<file path="src/rtl/wmrc_pkg.sv">
// Shared constants, codes and saturation helpers for the windowed MLP risk classifier.
package wmrc_pkg;

    localparam int WINDOW_DEPTH = 10;
    localparam int HIDDEN_UNITS = 12;
    localparam int CLASS_COUNT  = 3;
    localparam int VOTE_DEPTH   = 3;

    localparam int FEATS      = 2 * WINDOW_DEPTH;
    localparam int HIGH_CLASS = 2;
    localparam int VOTE_NEED  = 2;

    // Flat coefficient address map.
    localparam int A_MEAN = 0;
    localparam int A_INV  = A_MEAN + FEATS;
    localparam int A_W1   = A_INV + FEATS;
    localparam int A_B1   = A_W1 + FEATS * HIDDEN_UNITS;
    localparam int A_W2   = A_B1 + HIDDEN_UNITS;
    localparam int A_B2   = A_W2 + HIDDEN_UNITS * CLASS_COUNT;
    localparam int A_END  = A_B2 + CLASS_COUNT;

    localparam int COEF_AW = $clog2(A_END);

    // Fixed field widths.
    localparam int TEMP_W   = 16;
    localparam int HUMID_W  = 15;
    localparam int CADDR_W  = 9;
    localparam int CVAL_W   = 16;
    localparam int STATUS_W = 2;
    localparam int FILL_W   = 4;
    localparam int RISK_W   = 2;
    localparam int LOGIT_W  = 32;
    localparam int SCALE_W  = 24;
    localparam int CFG_IDX_W = 2;

    // Internal widths.
    localparam int FI_W  = (FEATS > 1) ? $clog2(FEATS) : 1;
    localparam int U_W   = (HIDDEN_UNITS > 1) ? $clog2(HIDDEN_UNITS) : 1;
    localparam int CLS_W = $clog2(CLASS_COUNT);
    localparam int WH_W  = $clog2(WINDOW_DEPTH);
    localparam int WC_W  = $clog2(WINDOW_DEPTH + 1);
    localparam int VH_W  = $clog2(VOTE_DEPTH);
    localparam int VF_W  = $clog2(VOTE_DEPTH + 1);
    localparam int MUL_W  = 34;
    localparam int PROD_W = 2 * MUL_W;
    localparam int ACC_W  = 40;

    // Configuration register indexes.
    localparam logic [CFG_IDX_W-1:0] CFG_HW_SCALE = 2'd0;
    localparam logic [CFG_IDX_W-1:0] CFG_HB_SCALE = 2'd1;
    localparam logic [CFG_IDX_W-1:0] CFG_OW_SCALE = 2'd2;
    localparam logic [CFG_IDX_W-1:0] CFG_OB_SCALE = 2'd3;
    localparam logic [SCALE_W-1:0]   SCALE_ONE    = 24'd65536;

    // Result status codes.
    localparam logic [STATUS_W-1:0] ST_WARMUP     = 2'd0;
    localparam logic [STATUS_W-1:0] ST_CLASSIFIED = 2'd1;
    localparam logic [STATUS_W-1:0] ST_ERROR      = 2'd2;

    function automatic logic signed [31:0] sat32_prod(input logic signed [PROD_W-1:0] v);
        logic signed [PROD_W-1:0] hi;
        logic signed [PROD_W-1:0] lo;
        hi = PROD_W'(32'sh7FFFFFFF);
        lo = PROD_W'(32'sh80000000);
        if (v > hi) return 32'sh7FFFFFFF;
        else if (v < lo) return 32'sh80000000;
        else return v[31:0];
    endfunction

    function automatic logic signed [31:0] sat32_acc(input logic signed [ACC_W-1:0] v);
        logic signed [ACC_W-1:0] hi;
        logic signed [ACC_W-1:0] lo;
        hi = ACC_W'(32'sh7FFFFFFF);
        lo = ACC_W'(32'sh80000000);
        if (v > hi) return 32'sh7FFFFFFF;
        else if (v < lo) return 32'sh80000000;
        else return v[31:0];
    endfunction

    function automatic logic signed [15:0] sat16_prod(input logic signed [PROD_W-1:0] v);
        logic signed [PROD_W-1:0] hi;
        logic signed [PROD_W-1:0] lo;
        hi = PROD_W'(16'sh7FFF);
        lo = PROD_W'(16'sh8000);
        if (v > hi) return 16'sh7FFF;
        else if (v < lo) return 16'sh8000;
        else return v[15:0];
    endfunction

endpackage

</file>
<file path="src/rtl/wmrc_mul.sv">
// Shared signed multiplier with a registered product.
module wmrc_mul (
    input  logic                                 i_clk,
    input  logic signed [wmrc_pkg::MUL_W-1:0]    i_a,
    input  logic signed [wmrc_pkg::MUL_W-1:0]    i_b,
    output logic signed [wmrc_pkg::PROD_W-1:0]   o_prod
);
    import wmrc_pkg::*;

    logic signed [PROD_W-1:0] r_prod;

    always_ff @(posedge i_clk) begin
        r_prod <= PROD_W'(i_a) * PROD_W'(i_b);
    end

    assign o_prod = r_prod;
endmodule
</file>
<file path="config.mk">
export PLATFORM = sky130hd
export DESIGN_NAME = wmrc_mul
export DESIGN_NICKNAME = d
export VERILOG_FILES = /design/src/rtl/wmrc_pkg.sv /design/src/rtl/wmrc_mul.sv
export SDC_FILE = /design/constraint.sdc
export NUM_CORES = 2
export LEC_CHECK = 0
export BUFFER_PORTS_ARGS = -buffer_cell sky130_fd_sc_hd__buf_2
export CAP_MARGIN = 10
export CORE_UTILIZATION = 63
export CTS_BUF_LIST = sky130_fd_sc_hd__clkbuf_4
export DETAILED_ROUTE_END_ITERATION = 8
export PLACE_DENSITY = 0.77
export SYNTH_ARGS = -nofsm -noshare
export SYNTH_HDL_FRONTEND = slang
export SYNTH_SLANG_ARGS = --single-unit
</file>
<file path="constraint.sdc">
create_clock -name i_clk -period 12.4 [get_ports i_clk]
set_input_delay 2.48 -clock i_clk [delete_from_list [all_inputs] [get_ports i_clk]]
set_output_delay 2.48 -clock i_clk [all_outputs]
set_load 0.01 [all_outputs]
</file>
* After elaboration in Yosys (flattened, before gate mapping)
Index checks and enable logic that the tools add are counted.
** Cells by class
- $mul :: 1
** Operators by type and width (count)
- $mul 34x34->68 :: 1
** Storage, ports and cells
- Register bits :: 68
- Bits of input ports :: 69
- Logic and storage cells :: 2

* Logic depth before layout (Yosys ltp)
- Depth in word-level cells :: 1
- Mapped depth :: 31
- Gate-level depth less buffers :: 29

* Least setup slack after synthesis
OpenSTA, ideal clock, no wires.
- Path kind :: in2reg
- Start :: input i_a[33] (netlist name)
- End :: register r_prod[65], in the netlist o_prod[65]
- Library setup time :: 0.072 ns
- Data arrival time :: 9.898 ns
- Data required time :: 12.328 ns
- Path slack :: 2.430 ns
- Cell stages on the path :: 24
- Path buffers :: 2
- Cells stage by stage :: clkbuf_1 > nand2_1 > inv_1 > fa_1 > fa_1 > fa_1 > fa_1 > inv_1 > fa_1 > fa_1 > fa_1 > fa_1 > inv_1 > ha_1 > clkdlybuf4s50_2 > nand3_1 > or2_2 > nor2_1 > a221oi_1 > o21ai_0 > a31oi_2 > nor2_2 > o41ai_2 > xnor2_1
** Between the ends
- Longest elaborated chain between the ends :: 1
** Ends and longest elaborated chain
- from (decl) :: RTL line wmrc_mul.sv:4 : input logic signed [wmrc_pkg::MUL_W-1:0] i_a,
- $mul 34x34->68 :: RTL line wmrc_mul.sv:13 : r_prod <= PROD_W'(i_a) * PROD_W'(i_b);
- to (signal assigned) :: RTL line wmrc_mul.sv:13
- to (decl) :: RTL line wmrc_mul.sv:10 : logic signed [PROD_W-1:0] r_prod;
No other way between the ends.

* Worst setup path after layout
- Start :: input i_a[33] (netlist name)
- End :: register r_prod[66], in the netlist o_prod[66]
The elaborated chain is that of the path after synthesis.

==> impl_results.md <==
* Ys flop type: dfxtp_1
* Hold WC Path Type: input port to flop
* Routed wire length at 113000 µm
* CP max stage cell: fa_1
* Mean Syn Cell Area at 9.45 µm²
* Sequential cell area at 1360 µm²
* Yosys top cell area share at 57.7%
* WP data arrival at 10930 ps
* Max-slew violation count at 0
* CP Cell Sequence: buf_2 > nand2_1 > inv_1 > fa_1 > fa_1 > fa_1 > fa_1 > fa_1 > fa_1 > fa_1 > inv_1 > fa_1 > inv_1 > ha_1 > and2_1 > and3_1 > a221oi_1 > o41ai_1 > a31oi_4 > o31ai_4 > a221oi_2 > xnor2_1
* Initial DRC count at 2285
* DRC errors left at 0
* Cells after synthesis at 4554
* Crit-path max FO at 34
* Number of flip-flops in the largest register at 68
* Maxcap violations at 0
* Global-route wire length before repair at 185000 µm
* Largest net degree at the start of global routing at 35
* Final Hold Fails at 0
* Via count of the first global-routing pass at 33831
* CTS max path bufs at 2
* Worst endpoint required time at 12960 ps
* Multi-input gate area at 36100 µm²
* Pre-antenna DRT Iters at 8
* Initial Utilization at 63.8%
* # resized after CTS at 0
* Most used cell along the critical path: fa_1
* CTS tree: done
* IO Pins at 137
* P&R area growth vs syn at 3.00%
* WS Path Type: input port to flop
* Final TNS setup at 0 ps
* Seq/Total Area, Yosys at 3.16%
* Min cycle time layout at 10370 ps
* Site Rows at 95
* Post-synth EDFFs at 0
* Antenna violations before repair at 7
* Area leader, netlist: fa_1
* # Post-CTS Setup Buffers at 0
* Die X at 263 µm
* Mapped Area at 43000 µm²
* Area contributors post-synth: fa_1 58%, inv_1 11%, and2_1 9.0%
* DR vias/cell at 5.65
* Period utilization at 83.6%
* DIE AREA at 69300 µm²
* Clock transition at path regs at 150 ps
* Grt ovf at 0
* Outcome: complete, no violations
* Clock Tree Root: clkbuf_4
* Die Span Y at 263 µm
* Clk sinks at 68
* Detailed-route wire length per cell at 21.0 µm
* Worst Setup Start Kind: input port
* Post-synth cell types at 69
* Antenna-violating nets left at 0
* Max frequency at 96.5 MHz
* Syn Nets at 6068
* Core area at 67400 µm²
* Endpoints failing setup at 0
* Worst slew pin tran at 1070 ps
* CTS Hold Bufs at 0
* Post-DP HPWL at 90300 µm
* Clock buffer count from CTS at 9
* GRT Total Usage at 35.1%
* Share of layout cells above drive strength 1 at 4.92%
* Max incr delay on CP at 1300 ps
* Ys Warns at 0
* # port buffers at 136
* DR vias at 30464
* Worst slew margin at 28.8%
* CP Capture Type: flop
* RSZ-0062 raised after global routing: false
* GP Congestion at 0.970
* Fill cells at 5399
* Layout Nets at 6025
* Yosys reg bits at 68
* H-tree Lvls at 3
* Post-synth ARST share at 0%
## synth_stat cells (6+ instances only)
| library cell | count |
|---|---|
| dfxtp_1 | 68 |
| a31oi_1 | 7 |
| nand4_1 | 11 |
| o21bai_1 | 12 |
| a211oi_1 | 6 |
| o21ai_0 | 31 |
| xor2_1 | 23 |
| a21o_1 | 37 |
| ha_1 | 204 |
| inv_1 | 1231 |
| nand3_1 | 11 |
| fa_1 | 1241 |
| nand2_1 | 542 |
| o21ai_1 | 7 |
| nor2b_1 | 9 |
| xnor2_1 | 56 |
| clkbuf_1 | 214 |
| a21oi_1 | 61 |
| nand2b_1 | 20 |
| nor2_1 | 54 |
| and2_1 | 621 |
## worst paths after layout
path | slack, ps | endpoint | depth (start not counted) | from
worst max-delay path | 2030 | o_prod[66] | 22 | i_a[33]
worst min-delay path | 2470 | o_prod[0] | 2 | i_b[0]
## layer usage
layer / track usage, % / wire length, µm
met1: 46.4 / 42500
met2: 57.3 / 54200
met3: 7.92 / 11700
met4: 12.8 / 4610
met5: 0 / 35
## worst max-delay path, delay by kind of cell
kind / cells / cell delay (ps)
compound gates: 5 / 1090
xor+xnor: 1 / 140
fa+ha+maj: 9 / 5630
buf+inv: 4 / 880
simple gates: 3 / 650
## cells by family after synthesis
logic type	count (synthesis)	synth area share (%)
flops	68	3.16
buf+inv	1460	12.8
compound gates	206	3.35
simple gates	1296	15.4
xor+xnor	79	1.61
fa+ha+maj	1445	63.7
## layout make-up
class	instances	area share, %
tap	873	2.46
multi-input combinational	3026	81.5
timing repair buffer	174	2.18
clock inverter	7	0.116
clock buffer	9	0.152
inverter	1232	10.4
antenna	6	0.0339
sequential	68	3.07
## per-stage QoR
stage | hold slack [ps] | cell area, µm² | worst slack, ps | util [%] | cells
6_report | 2470 | 44300 | 2030 | 65.8 | 5395
5_1_grt | 2460 | 44300 | 1670 | 65.8 | 5394
4_1_cts | 2430 | 44300 | 2090 | 65.7 | 5389
3_5_place_dp | 2870 | 44200 | 1430 | 65.6 | 5373
3_3_place_gp | 2870 | 44200 | 1590 | 65.6 | 5373
2_1_floorplan | 2610 | 43000 | 2430 | - | 4554
## layout by cell type (no fill, tap or decap), types with 12 or more instances in the layout
cell,synthesis,final
dfxtp_1,68,68
a21oi_1,61,61
fa_1,1241,1241
a21o_1,37,37
o21ai_0,31,31
nand2b_1,20,20
buf_4,4,38
xnor2_1,56,56
buf_2,2,136
inv_1,1231,1231
nand2_1,542,542
nor2_1,54,54
ha_1,204,204
xor2_1,23,23
and2_1,621,621
o21bai_1,12,12
Power is left out: the tool's default activity adds up to more than one toggle a clock period on the data nets, which glitch-free logic cannot reach.
